`src/hw/rtl/assert_macros.svh`:
```
// Assertion macros shared by the rotation pipeline modules
`ifndef ASSERT_MACROS_SVH
`define ASSERT_MACROS_SVH

// Same-cycle implication, checked out of reset
`define ASSERT_IMPLIES(label, clk, rst_n, ante, cons, msg) \
	label: assert property (@(posedge clk) disable iff (!rst_n) (ante) |-> (cons)) \
		else $error(msg);

// Next-cycle implication, checked out of reset
`define ASSERT_NEXT(label, clk, rst_n, ante, cons, msg) \
	label: assert property (@(posedge clk) disable iff (!rst_n) (ante) |=> (cons)) \
		else $error(msg);

`endif

```
`src/hw/rtl/par_pkg.sv`:
```
// Types, constants and helper functions for the principal axis rotation pipeline
`timescale 1ns / 1ps
`default_nettype none
package par_pkg;

	localparam int COORD_W        = 32;
	localparam int TRIG_FRAC_BITS = 16;
	localparam int ANGLE_W        = 16;
	localparam int TRIG_MAG_W     = TRIG_FRAC_BITS + 1;
	localparam int TRIG_W         = TRIG_FRAC_BITS + 2;
	localparam int PROD_W         = COORD_W + TRIG_W;
	localparam int SUM_W          = PROD_W + 1;
	localparam int RND_W          = SUM_W - TRIG_FRAC_BITS;

	localparam int DEG_W    = 9;
	localparam int IDX_W    = 7;
	localparam int DEG_FULL = 360;
	localparam int DEG_HALF = 180;
	localparam int DEG_QTR  = 90;
	localparam int DEG_3QTR = 270;

	// angle reduction: quotient by 360 through a scaled reciprocal
	localparam int ANG_MAG_W    = ANGLE_W + 1;
	localparam int ANG_RECIP_SH = 24;
	localparam int ANG_RECIP    = (1 << ANG_RECIP_SH) / DEG_FULL;
	localparam int ANG_PROD_W   = 2 * ANG_MAG_W;
	localparam int ANG_Q_W      = 7;
	localparam int ANG_REM_W    = DEG_W + 1;

	localparam int QTR_ENTRIES = 91;
	localparam int TBL_W       = 17;
	localparam int TBL_FRAC    = 16;
	localparam int SH_UP       = (TRIG_FRAC_BITS >= TBL_FRAC) ? TRIG_FRAC_BITS - TBL_FRAC : 0;
	localparam int SH_DN       = (TRIG_FRAC_BITS < TBL_FRAC) ? TBL_FRAC - TRIG_FRAC_BITS : 0;
	localparam int HALF_DN     = (SH_DN > 0) ? (1 << (SH_DN - 1)) : 0;
	localparam int MAG_WORK_W  = TBL_W + TRIG_MAG_W;

	// round(sin(d) * 65536), d = 0..90
	localparam logic [TBL_W-1:0] QSINE [QTR_ENTRIES] = '{
		17'd0,     17'd1144,  17'd2287,  17'd3430,  17'd4572,  17'd5712,  17'd6850,
		17'd7987,  17'd9121,  17'd10252, 17'd11380, 17'd12505, 17'd13626, 17'd14742,
		17'd15855, 17'd16962, 17'd18064, 17'd19161, 17'd20252, 17'd21336, 17'd22415,
		17'd23486, 17'd24550, 17'd25607, 17'd26656, 17'd27697, 17'd28729, 17'd29753,
		17'd30767, 17'd31772, 17'd32768, 17'd33754, 17'd34729, 17'd35693, 17'd36647,
		17'd37590, 17'd38521, 17'd39441, 17'd40348, 17'd41243, 17'd42126, 17'd42995,
		17'd43852, 17'd44695, 17'd45525, 17'd46341, 17'd47143, 17'd47930, 17'd48703,
		17'd49461, 17'd50203, 17'd50931, 17'd51643, 17'd52339, 17'd53020, 17'd53684,
		17'd54332, 17'd54963, 17'd55578, 17'd56175, 17'd56756, 17'd57319, 17'd57865,
		17'd58393, 17'd58903, 17'd59396, 17'd59870, 17'd60326, 17'd60764, 17'd61183,
		17'd61584, 17'd61966, 17'd62328, 17'd62672, 17'd62997, 17'd63303, 17'd63589,
		17'd63856, 17'd64104, 17'd64332, 17'd64540, 17'd64729, 17'd64898, 17'd65048,
		17'd65177, 17'd65287, 17'd65376, 17'd65446, 17'd65496, 17'd65526, 17'd65536
	};

	typedef enum logic [1:0] {
		AXIS_X,
		AXIS_Y,
		AXIS_Z,
		AXIS_NONE
	} axis_t;

	typedef struct packed {
		logic signed [COORD_W-1:0] x;
		logic signed [COORD_W-1:0] y;
		logic signed [COORD_W-1:0] z;
		axis_t                     axis;
	} coords_t;

	typedef struct packed {
		coords_t          pt;
		logic [DEG_W-1:0] deg;
	} ang_t;

	typedef struct packed {
		logic             neg;
		logic [IDX_W-1:0] idx;
	} trig_fold_t;

	typedef struct packed {
		coords_t                   pt;
		logic signed [COORD_W-1:0] u;
		logic signed [COORD_W-1:0] v;
		logic signed [TRIG_W-1:0]  sin_v;
		logic signed [TRIG_W-1:0]  cos_v;
	} mac_t;

	typedef struct packed {
		logic signed [COORD_W-1:0] rot_x;
		logic signed [COORD_W-1:0] rot_y;
		logic signed [COORD_W-1:0] rot_z;
		logic                      sat;
	} result_t;

	typedef struct packed {
		logic signed [COORD_W-1:0] val;
		logic                      sat;
	} sat_t;

	// fold 0..359 degrees onto the quarter table, sign kept apart
	function automatic trig_fold_t fold_angle(input logic [DEG_W-1:0] d);
		trig_fold_t       f;
		logic [DEG_W-1:0] h;
		f.neg = d > DEG_W'(DEG_HALF);
		h = f.neg ? d - DEG_W'(DEG_HALF) : d;
		f.idx = (h > DEG_W'(DEG_QTR)) ? IDX_W'(DEG_W'(DEG_HALF) - h) : IDX_W'(h);
		return f;
	endfunction

	// table magnitude rescaled to TRIG_FRAC_BITS fraction bits
	function automatic logic [TRIG_MAG_W-1:0] trig_mag(input logic [IDX_W-1:0] idx);
		logic [MAG_WORK_W-1:0] m;
		m = MAG_WORK_W'(QSINE[idx]);
		if (SH_DN == 0)
			m = m << SH_UP;
		else
			m = (m + MAG_WORK_W'(HALF_DN)) >> SH_DN;
		return m[TRIG_MAG_W-1:0];
	endfunction

	// clamp a rounded sum to the signed coordinate range
	function automatic sat_t saturate(input logic signed [RND_W-1:0] r);
		sat_t                         s;
		logic [RND_W-COORD_W:0]       hi_bits;
		hi_bits = r[RND_W-1:COORD_W-1];
		s.sat = !((&hi_bits) || !(|hi_bits));
		if (s.sat)
			s.val = r[RND_W-1] ? {1'b1, {(COORD_W-1){1'b0}}} : {1'b0, {(COORD_W-1){1'b1}}};
		else
			s.val = r[COORD_W-1:0];
		return s;
	endfunction

endpackage
`default_nettype wire

```
`src/hw/rtl/par_angle.sv`:
```
// Angle reduction stages: signed degrees to 0..359
`timescale 1ns / 1ps
`default_nettype none
`include "assert_macros.svh"
module par_angle (
	input  wire logic                              clk,
	input  wire logic                              arst_n,
	input  wire logic                              up_valid,
	output logic                                   up_ready,
	input  wire par_pkg::coords_t                  up_pt,
	input  wire logic signed [par_pkg::ANGLE_W-1:0] up_angle,
	output logic                                   dn_valid,
	input  wire logic                              dn_ready,
	output par_pkg::ang_t                          dn_data
);
	import par_pkg::*;

	logic                     v_s1, v_s2;
	logic                     en_s1, en_s2;
	logic [ANG_MAG_W-1:0]     mag_s1;
	logic [ANG_Q_W-1:0]       q_s1;
	logic                     neg_s1;
	coords_t                  pt_s1;
	ang_t                     ang_s2;

	logic signed [ANG_MAG_W-1:0] ang_ext;
	logic [ANG_MAG_W-1:0]        mag;
	logic [ANG_PROD_W-1:0]       qprod;
	logic [ANG_MAG_W-1:0]        rem0;
	logic [ANG_REM_W-1:0]        rem1;
	logic [DEG_W-1:0]            rem2;
	logic [DEG_W-1:0]            deg;

	assign en_s2    = !v_s2 || dn_ready;
	assign en_s1    = !v_s1 || en_s2;
	assign up_ready = en_s1;
	assign dn_valid = v_s2;
	assign dn_data  = ang_s2;

	// magnitude times 2^24/360 underestimates the quotient by at most one
	always_comb begin
		ang_ext = ANG_MAG_W'(up_angle);
		mag     = ang_ext[ANG_MAG_W-1] ? ANG_MAG_W'(-ang_ext) : ANG_MAG_W'(ang_ext);
		qprod   = ANG_PROD_W'(mag) * ANG_PROD_W'(ANG_RECIP);
	end

	// remainder, one correction, then truncated-modulo sign fix
	always_comb begin
		rem0 = mag_s1 - ANG_MAG_W'(ANG_MAG_W'(q_s1) * ANG_MAG_W'(DEG_FULL));
		rem1 = (rem0 >= ANG_MAG_W'(DEG_FULL)) ? ANG_REM_W'(rem0 - ANG_MAG_W'(DEG_FULL))
			: ANG_REM_W'(rem0);
		rem2 = rem1[DEG_W-1:0];
		deg  = (neg_s1 && rem2 != '0) ? DEG_W'(DEG_FULL) - rem2 : rem2;
	end

	always_ff @(posedge clk or negedge arst_n) begin
		if (!arst_n) begin
			v_s1 <= 1'b0;
			v_s2 <= 1'b0;
		end else begin
			if (en_s1)
				v_s1 <= up_valid;
			if (en_s2)
				v_s2 <= v_s1;
		end
	end

	always_ff @(posedge clk) begin
		if (en_s1) begin
			mag_s1 <= mag;
			q_s1   <= qprod[ANG_RECIP_SH +: ANG_Q_W];
			neg_s1 <= ang_ext[ANG_MAG_W-1];
			pt_s1  <= up_pt;
		end
		if (en_s2) begin
			ang_s2.pt  <= pt_s1;
			ang_s2.deg <= deg;
		end
	end

	`ASSERT_IMPLIES(a_deg_range, clk, arst_n, v_s2, ang_s2.deg < DEG_W'(DEG_FULL), "reduced angle out of range")
	`ASSERT_NEXT(a_accept_fills, clk, arst_n, up_valid && up_ready, v_s1, "accepted word not captured")

endmodule
`default_nettype wire

```
`config.mk`:
```
export PLATFORM = sky130hd
export DESIGN_NAME = par_angle
export DESIGN_NICKNAME = d
export VERILOG_FILES = /design/src/hw/rtl/par_pkg.sv /design/src/hw/rtl/par_angle.sv
export VERILOG_INCLUDE_DIRS = /design/src /design/src/hw/rtl
export SDC_FILE = /design/constraint.sdc
export NUM_CORES = 1
export LEC_CHECK = 0
export CORE_AREA = 2 2 123 245
export DETAILED_ROUTE_END_ITERATION = 8
export DIE_AREA = 0 0 125 247
export DONT_BUFFER_PORTS = 1
export GPL_TIMING_DRIVEN = 1
export PLACE_DENSITY = 0.57
export SLEW_MARGIN = 20
export SYNTH_ARGS = -nofsm -noshare
export SYNTH_HDL_FRONTEND = slang
export SYNTH_SLANG_ARGS = --single-unit
```
`constraint.sdc`:
```
create_clock -name clk -period 7.7 [get_ports clk]
set_clock_uncertainty 0.15 [all_clocks]
set_input_delay 0.77 -clock clk [delete_from_list [all_inputs] [get_ports clk]]
set_output_delay 0.77 -clock clk [all_outputs]
set_load 0.005 [all_outputs]
```
==> results.md <==
Synth:
- After synthesis, the cell types taking the most area are sky130_fd_sc_hd__edfxtp_1 54%, sky130_fd_sc_hd__ha_1 14%, sky130_fd_sc_hd__fa_1 13%.
- The cell taking the most area after synthesis is sky130_fd_sc_hd__edfxtp_1.
- The average cell area after synthesis is between 10 and 15 µm².
- The dominant cell by count in the synthesized netlist is sky130_fd_sc_hd__edfxtp_1.
- The proportion of netlist area held by the largest area contributor is 53.7%.
- In this run the cell area of the synthesized design comes to 12900 µm².
- The post-synthesis cell type count is between 50 and 60.
- Synthesis produced a netlist whose cell count is 889.
- For this run, the number of Yosys warnings is 0.
- The share of synthesized area occupied by flip-flops and latches is between 50% and 60%.
- The synthesized netlist devotes roughly 4.5% of its cell area to simple gates.
- The most used flip-flop cell after synthesis is sky130_fd_sc_hd__edfxtp_1.
- After synthesis the netlist holds a flip-flop and latch count of 232.
- Of all flip-flops after synthesis, the portion carrying an async set or reset was 0.862%.
- By count the netlist is led by 230 x sky130_fd_sc_hd__edfxtp_1, 145 x sky130_fd_sc_hd__ha_1, 135 x sky130_fd_sc_hd__inv_1.
- The adder-cell area share of the yosys netlist is 27.0%.
- By area, the combinational part of the netlist is dominated by adder cells.
- The mux contribution to synthesized area is less than 1%.
- The compound-cell area share of the yosys netlist is ~6.3%.
- The count of flip-flops with a built-in enable after synthesis is 230.
- The post-synthesis share of cell area spent on xor and xnor gates is ~3.5%.

Floorplanning:
- The starting density of the core is between 40 and 50%.
- The top-level port count is 227.
- In this run the standard cell core region covers 29200 µm².
- The die span in x is 125 µm.
- The die outline height is around 250 µm.
- The number of placement rows is slightly below 90.
- The floorplan step defined a die boundary enclosing around 30000 µm².

Detailed routing:
- The top layer used by detailed routing is met5.
- The met1 wire length is around 11000 µm.
- The routed length on met3 is 1460 µm.
- The first detailed-routing pass took 4 iterations.
- The average detailed-routed wire length per instance is 20.5 µm.
- In the detailed route, the total length drawn on met2 is between 10000 and 15000 µm.
- In the routed design, unresolved DRC markers number 0.
- The final route contains ~6700 vias.
- The post-detailed-route via-to-cell ratio is 5.17.
- In this run, the number of DRC markers left after iteration 0 of detailed routing was 329.
- The count of nets left with antenna violations once routing finished came out at 0.
- The wire length after detailed routing is approximately 27000 µm.

Min path:
- The hold path endpoint is pt_s1[2].
- Counting instances, the worst hold path has a depth of 0.
- The startpoint identified for the worst hold timing path is up_pt[2].
- The path type of the worst min-delay path is in2reg.

Timing:
- The slew at the pin closest to its max-slew limit is about 960 ps.
- The setup TNS is 0 ps.
- Derived from the worst setup path, the maximum achievable clock frequency is roughly 150 MHz.
- The max-slew violation count is 0.
- Setup repair after global routing left no endpoint under its margin.
- Setup violations remaining at the end of the flow were counted as 0.
- The final hold violation count was 0.
- The worst hold slack across all endpoints is 185 ps.
- Headroom to the max-slew limit came out at a little over a third.
- The final worst-path cycle share is 87.5%.
- The slack of the critical path is 963 ps.
- The post-route minimum period is around 6700 ps.

Placement:
- The wire-length estimate of the detail-placed layout is approximately 21000 µm.
- Buffers placed on the I/O ports in this run total 0.
- The placer congestion estimate is about 0.88.
- The post-place setup slack is between 300 and 400 ps.

Clock tree:
- The clock reaches the later pin of the worst-skew pair after about 520 ps.
- No sink is reached through more buffers than the 3 on the longest clock path.
- The number of setup buffers added after CTS is 0.
- Clock-pin slew was measured on the worst setup and hold paths at 70 ps.
- In this run the number of H-tree levels came out at 1.
- Post-CTS repair changed the size of 0 cells.
- TritonCTS built the clock tree.
- The number of sinks driven by the clock tree is between 200 and 250.
- The root buffer cell is sky130_fd_sc_hd__clkbuf_16.
- After clock tree synthesis, the flow added hold-fix buffers numbering 1.
- In this run, CTS created clock tree buffers numbering 23.

Critical path:
- The nature of the critical path endpoint is a flip-flop.
- The required time at the worst-slack endpoint is roughly 7800 ps.
- The worst endpoint data arrival time is a little under 7000 ps.
- The endpoint of the lowest-slack register-to-register path is dn_data[6].
- Along the worst path, the maximum fanout reaches 5.
- The worst setup path is launched from an input pin.
- The number of cells on the worst reg-to-reg path is 27.
- The critical path in this run is classified as in2reg.
- The internal reg-to-reg setup slack is roughly 1100 ps.
- The startpoint identified for the worst register-to-register timing path is q_s1[0].

Final layout:
- The post-route netlist has around 5.3% of its cells at a drive strength greater than 1.
- The number of nets in the layout is about 1300.
- The area growth from synthesis to layout is 9.52%.

Global routing:
- The initial antenna violation count is 3.
- The first global-routing pass estimated just over 40000 µm of wire.
- The total congestion overflow after global routing is 0.
- The via count of the first global-routing pass came to 7044.
- The largest net degree at the start of global routing is 88.
- The overall track demand over capacity in global routing is 16.9%.

Flow run:
- The max-cap violation count is 0.

Status:
- The run finished with clean final reports.
cell type report:
| type | instances | area, µm² |
|---|---|---|
| flip-flops and latches | 232 | 6960 |
| well taps | 364 | 455 |
| inverters | 135 | 507 |
| multi-input cells | 522 | 5410 |
| fillers | 2598 | 15100 |
| clock buffers | 26 | 587 |
| repair buffers | 6 | 51.3 |
| clock inverters | 16 | 121 |
| diodes | 2 | 5.00 |
state kept, by name (all words and copies together) (netlist names):
signal,count
q_s1,7
pt_s1,98
mag_s1,17
dn_data,107
dn_valid,1
neg_s1,1
v_s1,1
critical path, cell delays in order:
cell                       delay, ps
sky130_fd_sc_hd__or3_1           390
sky130_fd_sc_hd__nor3_1          280
sky130_fd_sc_hd__nand2_1         110
sky130_fd_sc_hd__nor4_1          250
sky130_fd_sc_hd__nand2b_1        120
sky130_fd_sc_hd__o21ai_0         200
sky130_fd_sc_hd__xnor2_1         380
sky130_fd_sc_hd__ha_1            350
sky130_fd_sc_hd__inv_1           150
sky130_fd_sc_hd__fa_1            430
sky130_fd_sc_hd__inv_1            90
sky130_fd_sc_hd__fa_1            420
sky130_fd_sc_hd__fa_1            500
sky130_fd_sc_hd__ha_1            310
sky130_fd_sc_hd__ha_1            290
sky130_fd_sc_hd__ha_1            290
sky130_fd_sc_hd__nand4_1         120
sky130_fd_sc_hd__a211oi_1        250
sky130_fd_sc_hd__nand3_1         120
sky130_fd_sc_hd__o22ai_1         300
sky130_fd_sc_hd__o21ai_0         180
sky130_fd_sc_hd__a21oi_1         250
sky130_fd_sc_hd__a21oi_1         130
sky130_fd_sc_hd__xnor2_1         130
cell families (layout without fill, tap and decap cells):
logic type      after synthesis  after routing
compound gates              116            116
xor+xnor                     51             51
fa+ha+maj                   228            228
buf+inv                     140            183
flops                       232            232
mux                           5              5
other cells                   2              9
simple gates                115            115
worst max path at each step:
stage / startpoint / endpoint
final: up_angle[2] / q_s1[6]
after global routing: up_angle[2] / q_s1[6]
after CTS: up_angle[2] / q_s1[6]
after detailed placement: up_angle[2] / q_s1[6]
after global placement: up_angle[2] / q_s1[6]
after floorplan: up_angle[2] / q_s1[6]
stage by stage:
| stage | utilization (%) | instances | area, µm² |
|---|---|---|---|
| floorplan | - | 894 | 12900 |
| global placement | 45.8 | 1258 | 13400 |
| detailed placement | 45.8 | 1258 | 13400 |
| CTS | 48.3 | 1301 | 14100 |
| global route | 48.3 | 1303 | 14100 |
| finish | 48.3 | 1303 | 14100 |
cells in the final DEF (no fill, tap or decap), drive strengths merged, types with 4 or more instances in the layout:
cell	count
edfxtp	230
ha	145
inv	137
fa	83
xnor2	42
nor2	32
a21oi	32
clkbuf	26
nand2	25
o21ai	20
nand2b	15
a21o	11
clkinv	10
xor2	9
a31oi	8
nor3	7
nor2b	7
o21bai	7
conb	7
o31ai	5
nand3	5
o21a	5
buf	5
or3	4
nor4	4
nand4	4
o211ai	4
o22ai	4
a2111oi	4
routing by layer:
layer	vias up	GRT usage [%]
met5	-	0
met4	2	4.08
met3	36	2.99
met2	195	29.4
met1	3295	21.9
li1	3214	-
Power is not shown: default switching activity piles up to over one toggle a cycle in this logic, so the estimate is an artifact.
