### src/hw/rtl/assert_macros.svh
// Assertion macros shared by the rotation pipeline modules
`ifndef ASSERT_MACROS_SVH
`define ASSERT_MACROS_SVH

// Same-cycle implication, checked out of reset
`define ASSERT_IMPLIES(label, clk, rst_n, ante, cons, msg) \
	label: assert property (@(posedge clk) disable iff (!rst_n) (ante) |-> (cons)) \
		else $error(msg);

// Next-cycle implication, checked out of reset
`define ASSERT_NEXT(label, clk, rst_n, ante, cons, msg) \
	label: assert property (@(posedge clk) disable iff (!rst_n) (ante) |=> (cons)) \
		else $error(msg);

`endif

### src/hw/rtl/par_pkg.sv
// Types, constants and helper functions for the principal axis rotation pipeline
`timescale 1ns / 1ps
`default_nettype none
package par_pkg;

	localparam int COORD_W        = 32;
	localparam int TRIG_FRAC_BITS = 16;
	localparam int ANGLE_W        = 16;
	localparam int TRIG_MAG_W     = TRIG_FRAC_BITS + 1;
	localparam int TRIG_W         = TRIG_FRAC_BITS + 2;
	localparam int PROD_W         = COORD_W + TRIG_W;
	localparam int SUM_W          = PROD_W + 1;
	localparam int RND_W          = SUM_W - TRIG_FRAC_BITS;

	localparam int DEG_W    = 9;
	localparam int IDX_W    = 7;
	localparam int DEG_FULL = 360;
	localparam int DEG_HALF = 180;
	localparam int DEG_QTR  = 90;
	localparam int DEG_3QTR = 270;

	// angle reduction: quotient by 360 through a scaled reciprocal
	localparam int ANG_MAG_W    = ANGLE_W + 1;
	localparam int ANG_RECIP_SH = 24;
	localparam int ANG_RECIP    = (1 << ANG_RECIP_SH) / DEG_FULL;
	localparam int ANG_PROD_W   = 2 * ANG_MAG_W;
	localparam int ANG_Q_W      = 7;
	localparam int ANG_REM_W    = DEG_W + 1;

	localparam int QTR_ENTRIES = 91;
	localparam int TBL_W       = 17;
	localparam int TBL_FRAC    = 16;
	localparam int SH_UP       = (TRIG_FRAC_BITS >= TBL_FRAC) ? TRIG_FRAC_BITS - TBL_FRAC : 0;
	localparam int SH_DN       = (TRIG_FRAC_BITS < TBL_FRAC) ? TBL_FRAC - TRIG_FRAC_BITS : 0;
	localparam int HALF_DN     = (SH_DN > 0) ? (1 << (SH_DN - 1)) : 0;
	localparam int MAG_WORK_W  = TBL_W + TRIG_MAG_W;

	// round(sin(d) * 65536), d = 0..90
	localparam logic [TBL_W-1:0] QSINE [QTR_ENTRIES] = '{
		17'd0,     17'd1144,  17'd2287,  17'd3430,  17'd4572,  17'd5712,  17'd6850,
		17'd7987,  17'd9121,  17'd10252, 17'd11380, 17'd12505, 17'd13626, 17'd14742,
		17'd15855, 17'd16962, 17'd18064, 17'd19161, 17'd20252, 17'd21336, 17'd22415,
		17'd23486, 17'd24550, 17'd25607, 17'd26656, 17'd27697, 17'd28729, 17'd29753,
		17'd30767, 17'd31772, 17'd32768, 17'd33754, 17'd34729, 17'd35693, 17'd36647,
		17'd37590, 17'd38521, 17'd39441, 17'd40348, 17'd41243, 17'd42126, 17'd42995,
		17'd43852, 17'd44695, 17'd45525, 17'd46341, 17'd47143, 17'd47930, 17'd48703,
		17'd49461, 17'd50203, 17'd50931, 17'd51643, 17'd52339, 17'd53020, 17'd53684,
		17'd54332, 17'd54963, 17'd55578, 17'd56175, 17'd56756, 17'd57319, 17'd57865,
		17'd58393, 17'd58903, 17'd59396, 17'd59870, 17'd60326, 17'd60764, 17'd61183,
		17'd61584, 17'd61966, 17'd62328, 17'd62672, 17'd62997, 17'd63303, 17'd63589,
		17'd63856, 17'd64104, 17'd64332, 17'd64540, 17'd64729, 17'd64898, 17'd65048,
		17'd65177, 17'd65287, 17'd65376, 17'd65446, 17'd65496, 17'd65526, 17'd65536
	};

	typedef enum logic [1:0] {
		AXIS_X,
		AXIS_Y,
		AXIS_Z,
		AXIS_NONE
	} axis_t;

	typedef struct packed {
		logic signed [COORD_W-1:0] x;
		logic signed [COORD_W-1:0] y;
		logic signed [COORD_W-1:0] z;
		axis_t                     axis;
	} coords_t;

	typedef struct packed {
		coords_t          pt;
		logic [DEG_W-1:0] deg;
	} ang_t;

	typedef struct packed {
		logic             neg;
		logic [IDX_W-1:0] idx;
	} trig_fold_t;

	typedef struct packed {
		coords_t                   pt;
		logic signed [COORD_W-1:0] u;
		logic signed [COORD_W-1:0] v;
		logic signed [TRIG_W-1:0]  sin_v;
		logic signed [TRIG_W-1:0]  cos_v;
	} mac_t;

	typedef struct packed {
		logic signed [COORD_W-1:0] rot_x;
		logic signed [COORD_W-1:0] rot_y;
		logic signed [COORD_W-1:0] rot_z;
		logic                      sat;
	} result_t;

	typedef struct packed {
		logic signed [COORD_W-1:0] val;
		logic                      sat;
	} sat_t;

	// fold 0..359 degrees onto the quarter table, sign kept apart
	function automatic trig_fold_t fold_angle(input logic [DEG_W-1:0] d);
		trig_fold_t       f;
		logic [DEG_W-1:0] h;
		f.neg = d > DEG_W'(DEG_HALF);
		h = f.neg ? d - DEG_W'(DEG_HALF) : d;
		f.idx = (h > DEG_W'(DEG_QTR)) ? IDX_W'(DEG_W'(DEG_HALF) - h) : IDX_W'(h);
		return f;
	endfunction

	// table magnitude rescaled to TRIG_FRAC_BITS fraction bits
	function automatic logic [TRIG_MAG_W-1:0] trig_mag(input logic [IDX_W-1:0] idx);
		logic [MAG_WORK_W-1:0] m;
		m = MAG_WORK_W'(QSINE[idx]);
		if (SH_DN == 0)
			m = m << SH_UP;
		else
			m = (m + MAG_WORK_W'(HALF_DN)) >> SH_DN;
		return m[TRIG_MAG_W-1:0];
	endfunction

	// clamp a rounded sum to the signed coordinate range
	function automatic sat_t saturate(input logic signed [RND_W-1:0] r);
		sat_t                         s;
		logic [RND_W-COORD_W:0]       hi_bits;
		hi_bits = r[RND_W-1:COORD_W-1];
		s.sat = !((&hi_bits) || !(|hi_bits));
		if (s.sat)
			s.val = r[RND_W-1] ? {1'b1, {(COORD_W-1){1'b0}}} : {1'b0, {(COORD_W-1){1'b1}}};
		else
			s.val = r[COORD_W-1:0];
		return s;
	endfunction

endpackage
`default_nettype wire

### src/hw/rtl/par_trig.sv
// Quadrant fold, sine/cosine lookup and operand selection stages
`timescale 1ns / 1ps
`default_nettype none
`include "assert_macros.svh"
module par_trig (
	input  wire logic           clk,
	input  wire logic           arst_n,
	input  wire logic           up_valid,
	output logic                up_ready,
	input  wire par_pkg::ang_t  up_data,
	output logic                dn_valid,
	input  wire logic           dn_ready,
	output par_pkg::mac_t       dn_data
);
	import par_pkg::*;

	logic             v_s3, v_s4;
	logic             en_s3, en_s4;
	trig_fold_t       sin_f_s3, cos_f_s3;
	coords_t          pt_s3;
	mac_t             mac_s4;

	logic [DEG_W-1:0]         cos_deg;
	logic signed [TRIG_W-1:0] sin_mag, cos_mag;
	mac_t                     mac;

	assign en_s4    = !v_s4 || dn_ready;
	assign en_s3    = !v_s3 || en_s4;
	assign up_ready = en_s3;
	assign dn_valid = v_s4;
	assign dn_data  = mac_s4;

	// cosine is the sine a quarter turn ahead
	assign cos_deg = (up_data.deg >= DEG_W'(DEG_3QTR)) ? up_data.deg - DEG_W'(DEG_3QTR)
		: up_data.deg + DEG_W'(DEG_QTR);

	always_comb begin
		sin_mag   = signed'({1'b0, trig_mag(sin_f_s3.idx)});
		cos_mag   = signed'({1'b0, trig_mag(cos_f_s3.idx)});
		mac.pt    = pt_s3;
		mac.sin_v = sin_f_s3.neg ? -sin_mag : sin_mag;
		mac.cos_v = cos_f_s3.neg ? -cos_mag : cos_mag;
		// u' = u*c - v*s, v' = u*s + v*c in every rotating plane
		case (pt_s3.axis)
			AXIS_X: begin
				mac.u = pt_s3.y;
				mac.v = pt_s3.z;
			end
			AXIS_Y: begin
				mac.u = pt_s3.z;
				mac.v = pt_s3.x;
			end
			AXIS_Z: begin
				mac.u = pt_s3.x;
				mac.v = pt_s3.y;
			end
			default: begin
				mac.u = pt_s3.x;
				mac.v = pt_s3.y;
			end
		endcase
	end

	always_ff @(posedge clk or negedge arst_n) begin
		if (!arst_n) begin
			v_s3 <= 1'b0;
			v_s4 <= 1'b0;
		end else begin
			if (en_s3)
				v_s3 <= up_valid;
			if (en_s4)
				v_s4 <= v_s3;
		end
	end

	always_ff @(posedge clk) begin
		if (en_s3) begin
			sin_f_s3 <= fold_angle(up_data.deg);
			cos_f_s3 <= fold_angle(cos_deg);
			pt_s3    <= up_data.pt;
		end
		if (en_s4)
			mac_s4 <= mac;
	end

	`ASSERT_IMPLIES(a_idx_range, clk, arst_n, v_s3, (sin_f_s3.idx <= IDX_W'(DEG_QTR)) && (cos_f_s3.idx <= IDX_W'(DEG_QTR)), "table index past quarter wave")

endmodule
`default_nettype wire

### config.mk
export PLATFORM = sky130hd
export DESIGN_NAME = par_trig
export DESIGN_NICKNAME = d
export VERILOG_FILES = /design/src/hw/rtl/par_pkg.sv /design/src/hw/rtl/par_trig.sv
export VERILOG_INCLUDE_DIRS = /design/src /design/src/hw/rtl
export SDC_FILE = /design/constraint.sdc
export NUM_CORES = 1
export LEC_CHECK = 0
export ABC_CLOCK_PERIOD_IN_PS = 10000
export BUFFER_PORTS_ARGS = -buffer_cell sky130_fd_sc_hd__buf_2
export CORE_MARGIN = 1.5
export CORE_UTILIZATION = 42
export CTS_CLUSTER_DIAMETER = 30
export DETAILED_ROUTE_END_ITERATION = 6
export PLACE_DENSITY = 0.69
export SYNTH_ARGS = -nofsm -noshare
export SYNTH_HDL_FRONTEND = slang
export SYNTH_SLANG_ARGS = --single-unit
### constraint.sdc
create_clock -name clk -period 10 [get_ports clk]
set_clock_uncertainty 0.2 [all_clocks]
set_input_delay 0.5 -clock clk [delete_from_list [all_inputs] [get_ports clk]]
set_output_delay 0.5 -clock clk [all_outputs]
set_load 0.05 [all_outputs]
==> run_results.csv, run 1 <==
group,metric,value,unit
pwr,leakagePower,8.534,nW
cts,clkTransAtPathRegs,0.05,ns
sta,setup_viol,0,
floorplan,io_pins,311,
routing,vias,13110,
critical_path,setup.worst_path.class,"reg -> reg",
cts,cts_made_buffers,48,
sta,min_period,4.760,ns
cts,clock_sinks,313,
cts,cts_resized,0,
place,gp_congestion,0.8923,
synthesis,synth-seq-cells,313,
synthesis,syn_area,0.01660,mm²
floorplan,num_rows,72,
synthesis,avgSynthCellArea,11.72,µm²
critical_path,cp-start-kind,"register",
cells_and_area,final-seq-area,0.009389,mm²
cts,insertion_delay,0.56,ns
synthesis,synth_top_area_share,56.27,%
critical_path,crit_required,10.08,ns
cells_and_area,layout_common_cells,"edfxtp_1, buf_2, nand2_1",
cts,root_buffer,"clkbuf_16",
synthesis,synth_flop_cell,"edfxtp_1",
routing,viasPerCell,5.578,
place,placedCellCount,2154,
synthesis,yosysWarnings,0,
pwr,peakVddDrop,0.1389,mV
synthesis,seq_area_frac_synth,56.57,%
place,port_buffers,310,
grt,overflow,0,
cells_and_area,nNetsFinal,1942,
floorplan,die_area,0.04072,mm²
routing,drt_iter0_drc,1158,
critical_path,crit_fanout,27,
routing,ant_nets,0,
sta,hold_violations,0,
cts,htreeDepth,2,
routing,drc,0,
critical_path,crit_path_end_kind,"register",
status,status,"finished clean",
pwr,p_per_area,264.9,mW/mm²
floorplan,initial_utilization,42.75,%
synthesis,synthTopCellsByArea,"edfxtp_1, mux2i_1, o21ai_0, ha_1, nand2_1",
floorplan,die-width,201.8,µm
worst_hold_path,holdCritPathClass,"in -> async",
routing,wirelength,48650,µm
synthesis,synth-edff-count,311,
routing,drtPass1Iterations,7,
grt,grt_max_degree,108,
floorplan,core_area,0.03883,mm²
sta,clock.fmax,0.2101,GHz
routing,wl_per_cell,20.69,µm
cells_and_area,finalNonFillerCells,2351,
synthesis,netlist_instances,1416,
cts,clock_path_buffers,3,
cells_and_area,multi_input_comb_area,0.006610,mm²
sta,slew_viol_final,0,
cells_and_area,fill_cells,3109,
synthesis,syn_nets,1571,
grt,antenna_found_initial,6,
place,dp.final_hpwl,32770,µm
job,drv_cap,0,
cts,cts_tree,"built",
cells_and_area,synthToLayoutAreaGrowth,28.15,%
synthesis,synth.distinct_cells,84,
cells_and_area,drive_gt1_share,25.45,%
grt,grt_pass1_wl,73290,µm
sta,grt_setup_unrepaired,"no",
cells_and_area,layout_commonest_cell,"edfxtp_1",
sta,max_slew_margin,26.26,%
grt,track_usage,23.16,%
sta,tns,0,ns
sta,fin_crit_sh,47.60,%
grt,grt_pass1_vias,12510,
floorplan,die_h,201.8,µm
synthesis,synth_top_area_cell,"edfxtp_1",
sta,worstMarginPinSlew,1.106,ns
synthesis,ys_async_sr_fraction,0.6390,%
critical_path,arrival,4.84,ns
-- flip-flops by register name, summed over array words and instances (netlist names) --
register and count:
cos_f_s3 7, v_s3 1, mac 98, sin_f_s3 8
dn_data 198, dn_valid 1
-- layout make-up --
type	count	share of cell area (%)
inverter	41	0.7236
sequential	313	44.14
multi-input combinational	958	31.08
antenna	6	0.07059
timing repair buffer	425	12.54
tap	518	3.047
clock buffer	48	5.647
clock inverter	42	2.747
-- synthesized netlist by cell type, types with 12 or more instances --
cell type	number
mux2i_1	80
nor3_1	21
nand3_1	27
nand2_1	143
xor2_1	14
nand2b_1	36
xnor2_1	31
nor2_1	71
a31oi_1	17
a21oi_1	52
o21ai_0	141
clkbuf_1	59
o211ai_1	17
and2_1	12
o31ai_1	18
a211oi_1	18
nor2b_1	25
mux4_2	18
buf_2	31
edfxtp_1	311
ha_1	44
inv_1	38
-- layer usage --
metal	routed length, µm	track usage, %	vias up
li1	-	-	6094
met5	0	0	-
met3	4130	5.031	109
met2	24230	39.46	649
met1	18490	28.48	6262
met4	1792	9.595	0
-- final timing paths --
check                      depth (start not counted)      endpoint         from  slack, ns
setup / recovery                                  11   dn_data[30]  sin_f_s3[0]       5.24
hold / removal                                     2          v_s3       arst_n       0.06
setup reg to reg                                  11   dn_data[30]  sin_f_s3[0]       5.24
hold reg to reg                                    0  dn_data[107]     mac[107]       0.27
max in group asynchronous                          2      dn_valid       arst_n       9.45
min in group clk                                   2   cos_f_s3[1]   up_data[1]       0.23
-- where the power goes --
| group | switching, W | total, W | leakage, nW | internal (W) |
|---|---|---|---|---|
| Clock | 0.000643 | 0.00180 | 0.839 | 0.00116 |
| Sequential | 0.000113 | 0.00181 | 3.16 | 0.00170 |
| Combinational | 0.00139 | 0.00202 | 4.53 | 0.000633 |
-- critical path: stages (launching register included) --
cell and delay (ns):
edfxtp_1 0.73, inv_1 0.36, ha_1 0.50, inv_1 0.18
ha_1 0.23, o311ai_0 0.56, o211ai_1 0.18, o311ai_0 0.16
o21ai_0 0.36, or4_1 0.70, o21ai_0 0.23, xnor2_1 0.09
-- cell families (layout without fill, tap and decap cells) --
kind of cell / after synthesis / after routing / synth area share (%)
fa+ha+maj: 44 / 44 / 3.317
other cells: 0 / 6 / 0
mux: 107 / 107 / 7.901
buf+inv: 145 / 556 / 3.649
xor+xnor: 46 / 46 / 2.510
simple gates: 389 / 389 / 11.35
compound gates: 372 / 372 / 14.70
flops: 313 / 313 / 56.57
-- through the flow --
| step | setup slack, ns | total power (W) | instance area (µm²) | utilization, % | hold WS, ns |
|---|---|---|---|---|---|
| finish | 5.240 | 0.005635 | 21270 | 54.78 | 0.06058 |
| global placement | 5.308 | 0.003792 | 18460 | 47.54 | 0.08534 |
| floorplan | 3.936 | 0.003326 | 16600 | - | 0.004409 |
| CTS | 5.317 | 0.005623 | 21250 | 54.74 | 0.03951 |
| detailed placement | 5.334 | 0.003791 | 18460 | 47.54 | 0.08888 |
| global route | 4.971 | 0.005873 | 21270 | 54.78 | 0.05469 |
-- timing repair --
action                                 in CTS  in global routing
hold buffers                              101                  0
buffers inserted                            0                  0
endpoints found under the hold margin     102                  0
Power figures use the tool's default switching activity.
==> run 2: changes to the inputs <==
--- a/config.mk
+++ b/config.mk
@@ -6,13 +6,13 @@
 export SDC_FILE = /design/constraint.sdc
 export NUM_CORES = 1
 export LEC_CHECK = 0
-export ABC_CLOCK_PERIOD_IN_PS = 10000
+export ABC_CLOCK_PERIOD_IN_PS = 4300
 export BUFFER_PORTS_ARGS = -buffer_cell sky130_fd_sc_hd__buf_2
 export CORE_MARGIN = 1.5
 export CORE_UTILIZATION = 42
 export CTS_CLUSTER_DIAMETER = 30
 export DETAILED_ROUTE_END_ITERATION = 6
-export PLACE_DENSITY = 0.69
+export PLACE_DENSITY = 0.72
 export SYNTH_ARGS = -nofsm -noshare
 export SYNTH_HDL_FRONTEND = slang
 export SYNTH_SLANG_ARGS = --single-unit
==> constraint.sdc (replaced) <==
create_clock -name clk -period 4.3 [get_ports clk]
set_clock_uncertainty 0.2 [all_clocks]
set_input_delay 0.215 -clock clk [delete_from_list [all_inputs] [get_ports clk]]
set_output_delay 0.215 -clock clk [all_outputs]
set_load 0.05 [all_outputs]
==> run 2 against run 1 <==
Global-route usage is 2.4 points higher. Largest cell class unchanged. Count of clock-buffer cells in the layout is 9 higher. Largest power group unchanged. Die area stayed put. Combinational power is 150% higher. Sequential cell count stayed put. Cell count is 2.2% higher. Cell area is 2.3% higher. First-iteration DRC count is 0.52% lower. Power is 140% higher. Critical endpoint is now dn_data[10]. Sequential power is 130% higher. Via count is 3.0% higher. Hold slack worse by 0.031 ns.
==> run_results.csv, run 2 (synthesized netlist as in run 1, its figures left out) <==
group,metric,value,unit
status,status,"finished clean",
floorplan,initial_utilization,42.75,%
cts,clock_sinks,313,
sta,setup_viol,0,
routing,vias,13510,
cells_and_area,drive_gt1_share,26.85,%
critical_path,crit_path_end_kind,"register",
critical_path,cp-start-kind,"register",
place,dpl_cell_area,0.01882,mm²
cells_and_area,final-seq-area,0.009390,mm²
floorplan,num_rows,72,
grt,grt_pass1_wl,80010,µm
pwr,switching_share,38.08,%
cells_and_area,final_area,0.02175,mm²
cts,root_buffer,"clkbuf_16",
place,placedCellCount,2190,
sta,fin_crit_sh,94.57,%
place,port_buffers,310,
critical_path,crit_fanout,9,
routing,ant_nets,0,
floorplan,core_area,0.03883,mm²
grt,overflow,0,
sta,clock.fmax,0.2459,GHz
cells_and_area,layout_commonest_cell,"edfxtp_1",
pwr,pwr-share-comb,36.6,%
sta,max_slew_margin,21.81,%
cts,clkTransAtPathRegs,0.05,ns
critical_path,arrival,4.16,ns
cells_and_area,multi_input_comb_area,0.006610,mm²
sta,timing.hold.ws,0.02993,ns
critical_path,cp_slowest_cell,"ha_1",
pwr,leakagePower,8.823,nW
floorplan,io_pins,311,
grt,track_usage,25.54,%
cts,cts_made_buffers,54,
cells_and_area,layout_common_cells,"edfxtp_1, buf_2, nand2_1",
critical_path,setup.worst_path.class,"reg -> reg",
job,drv_cap,0,
place,dp.final_hpwl,34760,µm
critical_path,path_cells,"inv_1 > ha_1 > nor2b_1 > buf_4 > o21ai_0 > a311oi_1 > o31a_1 > ha_1 > nand4_1 > or2_1 > o21ai_0 > xor2_1",
place,gp_congestion,0.9349,
cts,insertion_delay,0.56,ns
sta,grt_setup_unrepaired,"no",
grt,antenna_found_initial,7,
cts,clock_path_buffers,3,
cts,cts_setup_buffers,0,
sta,min_period,4.066,ns
sta,tns,0,ns
pwr,power.internal,0.008429,W
cts,cts_tree,"built",
floorplan,die-width,201.8,µm
cells_and_area,largest_register_ffs,198,
floorplan,die_h,201.8,µm
routing,drc,0,
pwr,p_per_area,625.8,mW/mm²
cells_and_area,nNetsFinal,1986,
critical_path,crit_required,4.40,ns
sta,hold_violations,0,
sta,slew_viol_final,0,
routing,drt_iter0_drc,1152,
floorplan,die_area,0.04072,mm²
pwr,p_sw,0.005183,W
cts,htreeDepth,2,
cells_and_area,synthToLayoutAreaGrowth,31.06,%
cells_and_area,fill_cells,3076,
cells_and_area,finalNonFillerCells,2402,
routing,viasPerCell,5.623,
routing,wirelength,53630,µm
grt,grt_max_degree,130,
routing,drtPass1Iterations,6,
pwr,peakVddDrop,0.3832,mV
worst_hold_path,holdCritPathClass,"in -> reg",
pwr,p_clk_share,32.4,%
sta,worstMarginPinSlew,1.173,ns
critical_path,slowest_delay,0.50,ns
grt,grt_pass1_vias,13330,
routing,wl_per_cell,22.33,µm
pwr,sequentialPowerShare,31.0,%
-- run 2: cell types whose count changed in the layout (fill, tap and decap cells not counted), sizes merged, moves of 2 or more --
cell / before / now
clkinv: 19 / 26
clkinvlp: 9 / 4
clkbuf: 48 / 57
dlygate4sd3: 101 / 103
buf: 324 / 360
inv: 45 / 47
-- run 2: timing repair --
action                                 4_1_cts  5_1_grt
endpoints found under the hold margin      103        0
hold buffers                               103        0
resized for setup                            0        0
-- run 2: area by class of cell --
class / count / share of cell area [%]
sequential: 313 / 43.17
multi-input combinational: 958 / 30.39
timing repair buffer: 463 / 14.00
clock buffer: 57 / 6.264
tap: 518 / 2.980
clock inverter: 45 / 2.410
inverter: 41 / 0.7075
antenna: 7 / 0.08053
-- run 2: power groups by stage --
stage          Combinational (W)  Clock (W)  Sequential [W]
3_5_place_dp             0.00479          0         0.00424
6_report                 0.00498    0.00441         0.00422
3_3_place_gp             0.00483          0         0.00422
4_1_cts                  0.00490    0.00439         0.00420
5_1_grt                  0.00529    0.00459         0.00426
2_1_floorplan            0.00241          0         0.00531
-- run 2: stage by stage --
step / total power, W / setup WS (ns) / util [%]
after floorplan: 0.007720 / -0.7757 / -
after global placement: 0.009053 / 0.2951 / 48.46
after detailed placement: 0.009038 / 0.4162 / 48.46
after CTS: 0.01349 / 0.3995 / 55.98
after global routing: 0.01414 / 0.001300 / 56.02
final: 0.01361 / 0.2337 / 56.02
-- run 2: layer usage --
metal  track usage [%]  routed length, µm  up-vias
met4             11.62               2197        0
li1                  -                  -     6178
met5                 0                  0        -
met2             44.22              27210      790
met1             30.66              19580     6417
met3             5.160               4649      122
-- run 2: critical path, delay by kind of cell, from the launching register on --
kind                     cells  cell delay, ns
buffers and inverters        2            0.45
AND/OR/NAND/NOR              3            0.92
flip-flops                   1            0.41
AO/OA/AOI/OAI                4            1.00
adder cells (fa/ha/maj)      2            0.70
XOR/XNOR                     1            0.12
-- run 2: final timing paths --
kind / startpoint / to / slack [ns] / depth (start not counted)
setup reg to reg: cos_f_s3[1] / dn_data[10] / 0.23 / 12
min in group asynchronous: arst_n / v_s3 / 0.30 / 3
setup / recovery: cos_f_s3[1] / dn_data[10] / 0.23 / 12
max in group asynchronous: arst_n / dn_valid / 3.46 / 3
hold / removal: up_data[7] / sin_f_s3[7] / 0.03 / 3
hold reg to reg: mac[188] / dn_data[188] / 0.27 / 0
